## src/hw/rtl/sapq_pkg.sv

```systemverilog
// ----------------------------------------------------------------------------
// sapq_pkg
// Shared types and default sizes for the sorted array priority queue.
// ----------------------------------------------------------------------------
package sapq_pkg;

  localparam int unsigned DefDepth       = 128;
  localparam int unsigned DefPayloadBits = 32;
  localparam int unsigned DefPrioBits    = 8;

  localparam int unsigned ActionBits = 2;

  typedef enum logic [ActionBits-1:0] {
    ACT_INSERT = 2'd0,
    ACT_REMOVE = 2'd1,
    ACT_PEEK   = 2'd2
  } action_e;

  // Operation applied to every cell of the chain at once.
  typedef struct packed {
    logic insert;
    logic remove;
  } cell_ctrl_t;

endpackage

```

## src/hw/rtl/sapq_cell.sv

```systemverilog
// ----------------------------------------------------------------------------
// sapq_cell
// One slot of the sorted chain: holds an entry and shifts toward its
// neighbors on insert or remove.
// ----------------------------------------------------------------------------
module sapq_cell import sapq_pkg::*; #(
  parameter int unsigned PayloadBits = DefPayloadBits,
  parameter int unsigned PrioBits    = DefPrioBits
) (
  input  logic                   clk_i,
  input  logic                   rst_ni,
  input  cell_ctrl_t             ctrl_i,
  input  logic [PrioBits-1:0]    new_prio_i,
  input  logic [PayloadBits-1:0] new_payload_i,
  input  logic                   left_keep_i,
  input  logic                   left_valid_i,
  input  logic [PrioBits-1:0]    left_prio_i,
  input  logic [PayloadBits-1:0] left_payload_i,
  input  logic                   right_valid_i,
  input  logic [PrioBits-1:0]    right_prio_i,
  input  logic [PayloadBits-1:0] right_payload_i,
  output logic                   keep_o,
  output logic                   valid_o,
  output logic [PrioBits-1:0]    prio_o,
  output logic [PayloadBits-1:0] payload_o,
  output logic                   valid_d_o,
  output logic [PrioBits-1:0]    prio_d_o,
  output logic [PayloadBits-1:0] payload_d_o
);

  logic                   valid_q, valid_d;
  logic [PrioBits-1:0]    prio_q, prio_d;
  logic [PayloadBits-1:0] payload_q, payload_d;

  // An entry of equal or higher priority stays ahead of the new one.
  assign keep_o = valid_q && (prio_q >= new_prio_i);

  always_comb begin
    valid_d   = valid_q;
    prio_d    = prio_q;
    payload_d = payload_q;
    if (ctrl_i.insert && !keep_o) begin
      if (left_keep_i) begin
        valid_d   = 1'b1;
        prio_d    = new_prio_i;
        payload_d = new_payload_i;
      end else begin
        valid_d   = left_valid_i;
        prio_d    = left_prio_i;
        payload_d = left_payload_i;
      end
    end else if (ctrl_i.remove) begin
      valid_d   = right_valid_i;
      prio_d    = right_prio_i;
      payload_d = right_payload_i;
    end
  end

  always_ff @(posedge clk_i or negedge rst_ni) begin
    if (!rst_ni) begin
      valid_q <= 1'b0;
    end else begin
      valid_q <= valid_d;
    end
  end

  always_ff @(posedge clk_i) begin
    prio_q    <= prio_d;
    payload_q <= payload_d;
  end

  assign valid_o     = valid_q;
  assign prio_o      = prio_q;
  assign payload_o   = payload_q;
  assign valid_d_o   = valid_d;
  assign prio_d_o    = prio_d;
  assign payload_d_o = payload_d;

endmodule

```

## config.mk

```make
export PLATFORM = sky130hd
export DESIGN_NAME = sapq_cell
export DESIGN_NICKNAME = d
export VERILOG_FILES = /design/src/hw/rtl/sapq_pkg.sv /design/src/hw/rtl/sapq_cell.sv
export SDC_FILE = /design/constraint.sdc
export NUM_CORES = 1
export LEC_CHECK = 0
export ABC_AREA = 1
export BUFFER_PORTS_ARGS = -buffer_cell sky130_fd_sc_hd__buf_2
export CORE_ASPECT_RATIO = 0.5
export CORE_MARGIN = 2
export CORE_UTILIZATION = 30
export CTS_CLUSTER_DIAMETER = 100
export CTS_CLUSTER_SIZE = 16
export DETAILED_ROUTE_END_ITERATION = 6
export PLACE_DENSITY_LB_ADDON = 0.12
export RECOVER_POWER = 50
export SYNTH_ARGS = -nofsm -noshare
export SYNTH_HDL_FRONTEND = slang
export SYNTH_SLANG_ARGS = --single-unit
export TNS_END_PERCENT = 30
```

## constraint.sdc

```tcl
create_clock -name clk_i -period 9.2 [get_ports clk_i]
set_clock_uncertainty 0.1 [all_clocks]
set_input_delay 2.76 -clock clk_i [delete_from_list [all_inputs] [get_ports clk_i]]
set_output_delay 2.76 -clock clk_i [all_outputs]
set_load 0.005 [all_outputs]
```

After elaboration in Yosys (flattened, before gate mapping) --
Cells that the tools add are included.
Word-level totals: output and inout bits 83, input port bits 127, word-level logic and storage cells 16, flip-flop bits (word level) 41
Cells by class: order comparisons 1, reduce and logical (&&, ||, !) cells 3, muxes and demuxes 9
Operator list (number):
- 32-bit 2-to-1 mux | 3
- 8-bit 2-to-1 mux | 3
- 8-bit >= comparator | 1
- 1-bit 2-to-1 mux | 3
- 1-bit logical AND | 2
- 1-bit zero test | 1

Logic depth before layout (Yosys ltp) --
Gate-level depths: netlist of run 1.
depth after elaboration 5, mapped depth 14, gate-level depth less buffers 13

Worst setup path after synthesis of run 1 --
OpenSTA, ideal clock, no wires.
path type input-to-output, start point input port new_prio_i[7], end point output port payload_d_o[10], buffers on the path 1, data required time 6340 ps, cell stages on the path 9, arrival 3915 ps, path slack 2425 ps, cell sequence inv_1 -> ha_1 -> a21o_1 -> nor2_1 -> nand3_2 -> nand2_4 -> buf_2 -> nand3_1 -> nand2_1
On the way: word-level cells in the longest chain between the ends 5
RTL lines:
- start: declaration | line sapq_cell.sv:13 | input logic [PrioBits-1:0] new_prio_i,
- 8-bit >= comparator | line sapq_cell.sv:36 | assign keep_o = valid_q && (prio_q >= new_prio_i);
- 1-bit logical AND | line sapq_cell.sv:36
- 1-bit zero test | line sapq_cell.sv:42 | if (ctrl_i.insert && !keep_o) begin
- 1-bit logical AND | line sapq_cell.sv:42
- 32-bit 2-to-1 mux | line sapq_cell.sv:42
- end: declaration | line sapq_cell.sv:28 | output logic [PayloadBits-1:0] payload_d_o
Every way passes these cells.

Worst setup path after layout of run 1 --
start point input port new_prio_i[5], end point output port payload_d_o[0]
Same word-level chain as after synthesis.

==> impl_metrics.env, run 1 <==
export IMPL_worst_ep_required_time_ps=6340
export IMPL_syn_cell_area_mm2=0.002643
export IMPL_yosysMostFrequentCell="nand2_1"
export IMPL_grt_ovfl_total=0
export IMPL_crit_end="payload_d_o[0]"
export IMPL_vias=3060
export IMPL_fin_nets=713
export IMPL_fin_crit_ps=7649
export IMPL_hold_ws_ps=489.4
export IMPL_routabilityCongestion=0.7735
export IMPL_seq_power_share_pct=34.0
export IMPL_synth_edf_count=0
export IMPL_clk_pin_slew_ps=60
export IMPL_rsz0062_at_grt="false"
export IMPL_yosys_top_cells_count="nand2_1, nand3_1, dfxtp_1, mux2_2, inv_1"
export IMPL_async_flop_share_pct=2.439
export IMPL_clockPowerShare_pct=29.3
export IMPL_root_buffer="clkbuf_16"
export IMPL_cts_tree="done"
export IMPL_relSlewSlack_pct=32.85
export IMPL_final_hold_viol_count=0
export IMPL_grt_pass1_wl_um=13540
export IMPL_antenna_found_initial=0
export IMPL_drive_above_1_share_pct=40.93
export IMPL_cts_inserted_buffers=5
export IMPL_boundaryPins=210
export IMPL_synth_cell_types=19
export IMPL_clockBufferDepth=2
export IMPL_synth_area_top_cells="dfxtp_1, nand2_1, mux2_2"
export IMPL_cts_setup_buffers=0
export IMPL_area_growth_pct=45.27
export IMPL_r2r_slack_ps=6890
export IMPL_clock_fmax_mhz=130.7
export IMPL_hp_class="flop to flop"
export IMPL_setup_viol=0
export IMPL_grt_util_met2_pct=29.94
export IMPL_grt_start_max_net_pins=44
export IMPL_max_vdd_ir_drop_uv=96.72
export IMPL_critPathMaxStageDelay_ps=410
export IMPL_p_int_w=0.0004743
export IMPL_postRouteAntennaNets=0
export IMPL_grt_pass1_vias=2913
export IMPL_first_iter_violations=69
export IMPL_hold_buffers=0
export IMPL_drt_pass1_iterations=4
export IMPL_leakage_nw=2.245
export IMPL_cp_start_kind="primary input"
export IMPL_final_seq_area_um2=825.8
export IMPL_path_max_fanout=43
export IMPL_syn_area_per_cell_um2=6.846
export IMPL_synth_net_count=521
export IMPL_cp_slowest_cell="nand2_4"
export IMPL_sw_frac_of_total_pct=32.48
export IMPL_wirelength_um=8640
export IMPL_busiest_layer="met2"
export IMPL_yosysSeqAreaShare_pct=31.25
export IMPL_fill_cells=976
export IMPL_insertion_delay_ps=280
export IMPL_initial_core_util_pct=30.66
export IMPL_r2r_start="prio_o[5]"
export IMPL_track_usage_pct=17.46
export IMPL_cp_end_kind="output port"
export IMPL_vias_per_cell=4.397
export IMPL_p_per_area_mw_per_mm2=183.0
export IMPL_row_count=24
export IMPL_min_path_cells=3
export IMPL_max_slew_worst_pin_slew_ps=1007
export IMPL_die_w_um=136.7
export IMPL_ctsResizeCount=0
export IMPL_yosys_most_used_dff="dfxtp_1"
export IMPL_netlist_area_leader_share_pct=30.30
export IMPL_io_buffer_count=209
export IMPL_detail_route_wl_per_cell_um=12.41
export IMPL_setup_tns_ps=0
export IMPL_synth_warnings=0
export IMPL_r2r_end="payload_o[0]"
export IMPL_core_area_mm2=0.008618
export IMPL_r2r_cells=9
export IMPL_die_h_um=70.37
export IMPL_multiInputGateArea_mm2=0.001609
export IMPL_crit_chain="buf_2, inv_1, ha_1, a21oi_1, nor2_1, nor2_1, nand3_2, nand2_4, nand2_4, nand2_1, nand2_1, buf_2"
export IMPL_dp_hpwl_um=6331
export IMPL_maxCapViolCount=0
export IMPL_drc_errors=0
export IMPL_gr_usage_met3_pct=4.503
export IMPL_cts_htree_levels=2
export IMPL_syn_inst=386
export IMPL_path_class="primary input to output port"
export IMPL_yosys_area_top_type="dfxtp_1"
export IMPL_timing_final_crit_share_pct=83.14
export IMPL_clkSinkCount=41
export IMPL_status="completed"
export IMPL_crit_start="new_prio_i[5]"
export IMPL_dieArea_mm2=0.009621
export IMPL_diodes=0
export IMPL_ys_seq_elements=41
export IMPL_met1_usage_pct=21.96
export IMPL_p_comb_share_pct=36.7
export IMPL_cp_data_arrival_time_ps=4790
export IMPL_slew_viol_final=0
export IMPL_switchingPower_w=0.0002282
worst min path at each step:
stage	start	endpoint	slack [ps]
after floorplan	prio_o[0]	prio_o[0]	500
after global placement	payload_o[29]	payload_o[29]	470
after detailed placement	payload_o[15]	payload_o[15]	470
after CTS	payload_o[15]	payload_o[15]	490
after global routing	payload_o[29]	payload_o[29]	530
final	payload_o[3]	payload_o[3]	490
flip-flops by register name, summed over array words and instances, names as in the netlist:
name / cells
payload_o: 32
prio_o: 8
valid_o: 1
placed cells by master (no fill, tap or decap), types with 3 or more instances in the layout:
| cell | count |
|---|---|
| buf_2 | 183 |
| buf_4 | 3 |
| clkbuf_1 | 26 |
| clkbuf_16 | 5 |
| dfxtp_1 | 40 |
| ha_1 | 8 |
| inv_1 | 13 |
| mux2_2 | 40 |
| nand2_1 | 197 |
| nand3_1 | 41 |
| nor2_1 | 3 |
| o21ai_0 | 8 |
through the flow:
| stage | worst slack, ps | cells | util [%] | total power, W | area (um^2) |
|---|---|---|---|---|---|
| 2_1_floorplan | 2425 | 386 | - | 0.0003897 | 2643 |
| 3_3_place_gp | 1545 | 688 | 42.92 | 0.0005094 | 3699 |
| 3_5_place_dp | 1536 | 688 | 42.92 | 0.0005096 | 3699 |
| 4_1_cts | 1512 | 696 | 44.92 | 0.0007224 | 3871 |
| 5_1_grt | 1275 | 696 | 44.54 | 0.0007606 | 3839 |
| 6_report | 1551 | 696 | 44.54 | 0.0007025 | 3839 |
critical path: cells and delay by family:
kind	cells	cell delay, ps
simple gates	7	1280
compound gates	1	150
buf+inv	3	250
fa+ha+maj	1	300
final cells by class:
type	instances	area share (%)
inverters	13	1.271
clock buffers	7	3.716
multi-input cells	305	41.92
repair buffers	212	26.99
flip-flops and latches	41	21.51
well taps	117	3.814
clock inverters	1	0.7823
kinds of logic after synthesis:
logic type	synth area share (%)
compound gates	2.178
fa+ha+maj	3.788
buf+inv	7.860
flops	31.25
mux	17.05
simple gates	37.88
per-layer routing:
metal / vias to the layer above / share of wire [%]
li1: 1619 / -
met1: 1329 / 45
met2: 106 / 46
met3: 6 / 7.3
met4: 0 / 0.81
met5: - / 0
power groups by stage:
| stage | registers (W) | clock network (W) | logic (W) |
|---|---|---|---|
| 2_1_floorplan | 0.000245 | 0 | 0.000145 |
| 3_3_place_gp | 0.000241 | 0 | 0.000268 |
| 3_5_place_dp | 0.000242 | 0 | 0.000268 |
| 4_1_cts | 0.000238 | 0.000215 | 0.000269 |
| 5_1_grt | 0.000244 | 0.000222 | 0.000294 |
| 6_report | 0.000239 | 0.000206 | 0.000258 |
Power figures use the tool's default switching activity.
==> run 2: changes to the inputs <==
clock period = 6.7 ns   (was 9.2 ns; I/O delays follow)
==> run 2 against run 1 <==
- core utilization increased by 0.42 points
- largest cell class unchanged
- sequential power is 37% higher
- critical path depth did not move
- clock power up 38%
- count of clock-buffer cells in the layout unchanged
- hold slack barely moved
- cell count increased by 0.43%
- via count unchanged
- register-to-register slack worse by 2300 ps
==> impl_metrics.env, run 2 (same netlist as run 1, synthesis figures left out) <==
export IMPL_p_int_w=0.0006551
export IMPL_cp_top_family="simple AND/OR/NAND/NOR gates"
export IMPL_insertion_delay_ps=280
export IMPL_max_slew_worst_pin_slew_ps=616.5
export IMPL_dp_hpwl_um=6686
export IMPL_postRouteAntennaNets=0
export IMPL_r2r_cells=9
export IMPL_max_vdd_ir_drop_uv=99.22
export IMPL_crit_end="payload_d_o[31]"
export IMPL_critPathMaxStageDelay_ps=340
export IMPL_die_w_um=136.7
export IMPL_vias_per_cell=4.378
export IMPL_vias=3060
export IMPL_crit_chain="buf_2, inv_1, ha_1, a21oi_1, nor2_1, nor2_1, nand3_2, nand2_4, nand2_4, nand2_1, nand2_1, buf_2"
export IMPL_root_buffer="clkbuf_16"
export IMPL_min_path_cells=3
export IMPL_largest_reg_flops=32
export IMPL_grt_pass1_wl_um=13660
export IMPL_relSlewSlack_pct=58.86
export IMPL_path_depth=12
export IMPL_maxCapViolCount=0
export IMPL_cp_start_kind="primary input"
export IMPL_clock_fmax_mhz=168.3
export IMPL_row_count=24
export IMPL_r2r_end="prio_o[3]"
export IMPL_path_max_fanout=41
export IMPL_cts_inserted_buffers=5
export IMPL_hold_buffers=0
export IMPL_io_buffer_count=209
export IMPL_drc_errors=0
export IMPL_first_iter_violations=77
export IMPL_grt_start_max_net_pins=42
export IMPL_r2r_slack_ps=4590
export IMPL_clockBufferDepth=2
export IMPL_dieArea_mm2=0.009621
export IMPL_clockPowerShare_pct=29.2
export IMPL_cp_slowest_cell="nand2_4"
export IMPL_final_cell_mix="nand2_1, buf_2, nand3_1"
export IMPL_cts_htree_levels=2
export IMPL_status="completed"
export IMPL_die_h_um=70.37
export IMPL_sw_frac_of_total_pct=32.58
export IMPL_core_area_mm2=0.008618
export IMPL_layout_commonest_cell="nand2_1"
export IMPL_setup_viol=0
export IMPL_detail_route_wl_per_cell_um=12.68
export IMPL_leakage_nw=2.267
export IMPL_crit_start="new_prio_i[5]"
export IMPL_setup_tns_ps=0
export IMPL_cp_end_kind="output port"
export IMPL_area_growth_pct=46.64
export IMPL_placedCellCount=691
export IMPL_fin_crit_ps=5943
export IMPL_seq_power_share_pct=33.7
export IMPL_slew_viol_final=0
export IMPL_p_per_area_mw_per_mm2=250.7
export IMPL_grt_ovfl_total=0
export IMPL_hp_class="flop to flop"
export IMPL_cts_setup_buffers=0
export IMPL_initial_core_util_pct=30.66
export IMPL_final_hold_viol_count=0
export IMPL_path_class="primary input to output port"
export IMPL_clk_pin_slew_ps=60
export IMPL_boundaryPins=210
export IMPL_switchingPower_w=0.0003165
export IMPL_cp_num_buf_inv=3
export IMPL_clkSinkCount=41
export IMPL_antenna_found_initial=0
export IMPL_fin_nets=716
export IMPL_worst_ep_required_time_ps=4590
export IMPL_cts_tree="done"
export IMPL_drt_pass1_iterations=6
export IMPL_ctsResizeCount=0
export IMPL_rsz0062_at_grt="false"
export IMPL_p_comb_share_pct=37.0
export IMPL_r2r_start="prio_o[5]"
export IMPL_drive_above_1_share_pct=41.41
export IMPL_diodes=0
export IMPL_wirelength_um=8864
export IMPL_timing_final_crit_share_pct=88.70
export IMPL_track_usage_pct=17.82
export IMPL_grt_pass1_vias=2892
export IMPL_layout_cells_non_filler=699
export IMPL_routabilityCongestion=0.7428
export IMPL_cp_data_arrival_time_ps=3830
run 2: cell count changes in the layout (fill, tap and decap cells not counted), sizes merged:
cell  change
buf       +3
run 2: routing by layer:
layer / track usage, % / wire, um / up-vias
met2: 31.83 / 4121 / 88
met4: 2.778 / 36 / 0
met5: 0 / 0 / -
li1: - / - / 1624
met3: 3.994 / 534 / 2
met1: 22.23 / 4170 / 1346
run 2: worst register-to-register path: cells and delay by family, from the launching register on:
| family | cells | cell delay (ps) |
|---|---|---|
| AOI/OAI and AO/OA | 1 | 160 |
| adders and majority gates | 1 | 290 |
| DFF | 1 | 330 |
| and+or+nand+nor | 7 | 1120 |
run 2: how the worst min path moves through the flow:
stage | start | to
6_report | payload_o[13] | payload_o[13]
5_1_grt | payload_o[19] | payload_o[19]
4_1_cts | payload_o[28] | payload_o[28]
3_5_place_dp | payload_o[28] | payload_o[28]
3_3_place_gp | payload_o[29] | payload_o[29]
2_1_floorplan | prio_o[0] | prio_o[0]
run 2: metrics by stage:
stage | hold WS, ps | setup WS, ps | power [W] | instance area (um^2) | util, %
3_5_place_dp | 470.3 | 732.3 | 0.0007059 | 3734 | 43.32
4_1_cts | 486.4 | 725.6 | 0.0009966 | 3906 | 45.33
6_report | 489.5 | 757.4 | 0.0009716 | 3875 | 44.96
5_1_grt | 520.4 | 508.7 | 0.001047 | 3875 | 44.96
2_1_floorplan | 501.4 | 1425 | 0.0005351 | 2643 | -
3_3_place_gp | 465.0 | 753.3 | 0.0007045 | 3734 | 43.32
run 2: final cells by class:
cell class / count / area (um^2)
Inverter: 13 / 48.80
Fill cell: 945 / 4743
Clock inverter: 1 / 30.03
Tap cell: 117 / 146.4
Multi-Input combinational cell: 305 / 1609
Sequential cell: 41 / 825.8
Timing Repair Buffer: 215 / 1072
Clock buffer: 7 / 142.6
run 2: power by group through the flow:
stage / Combinational (W) / Sequential (W) / Clock [W]
after floorplan: 0.000199 / 0.000336 / 0
after global placement: 0.000372 / 0.000332 / 0
after detailed placement: 0.000373 / 0.000333 / 0
after CTS: 0.000375 / 0.000328 / 0.000294
after global routing: 0.000408 / 0.000335 / 0.000304
final: 0.000360 / 0.000328 / 0.000284
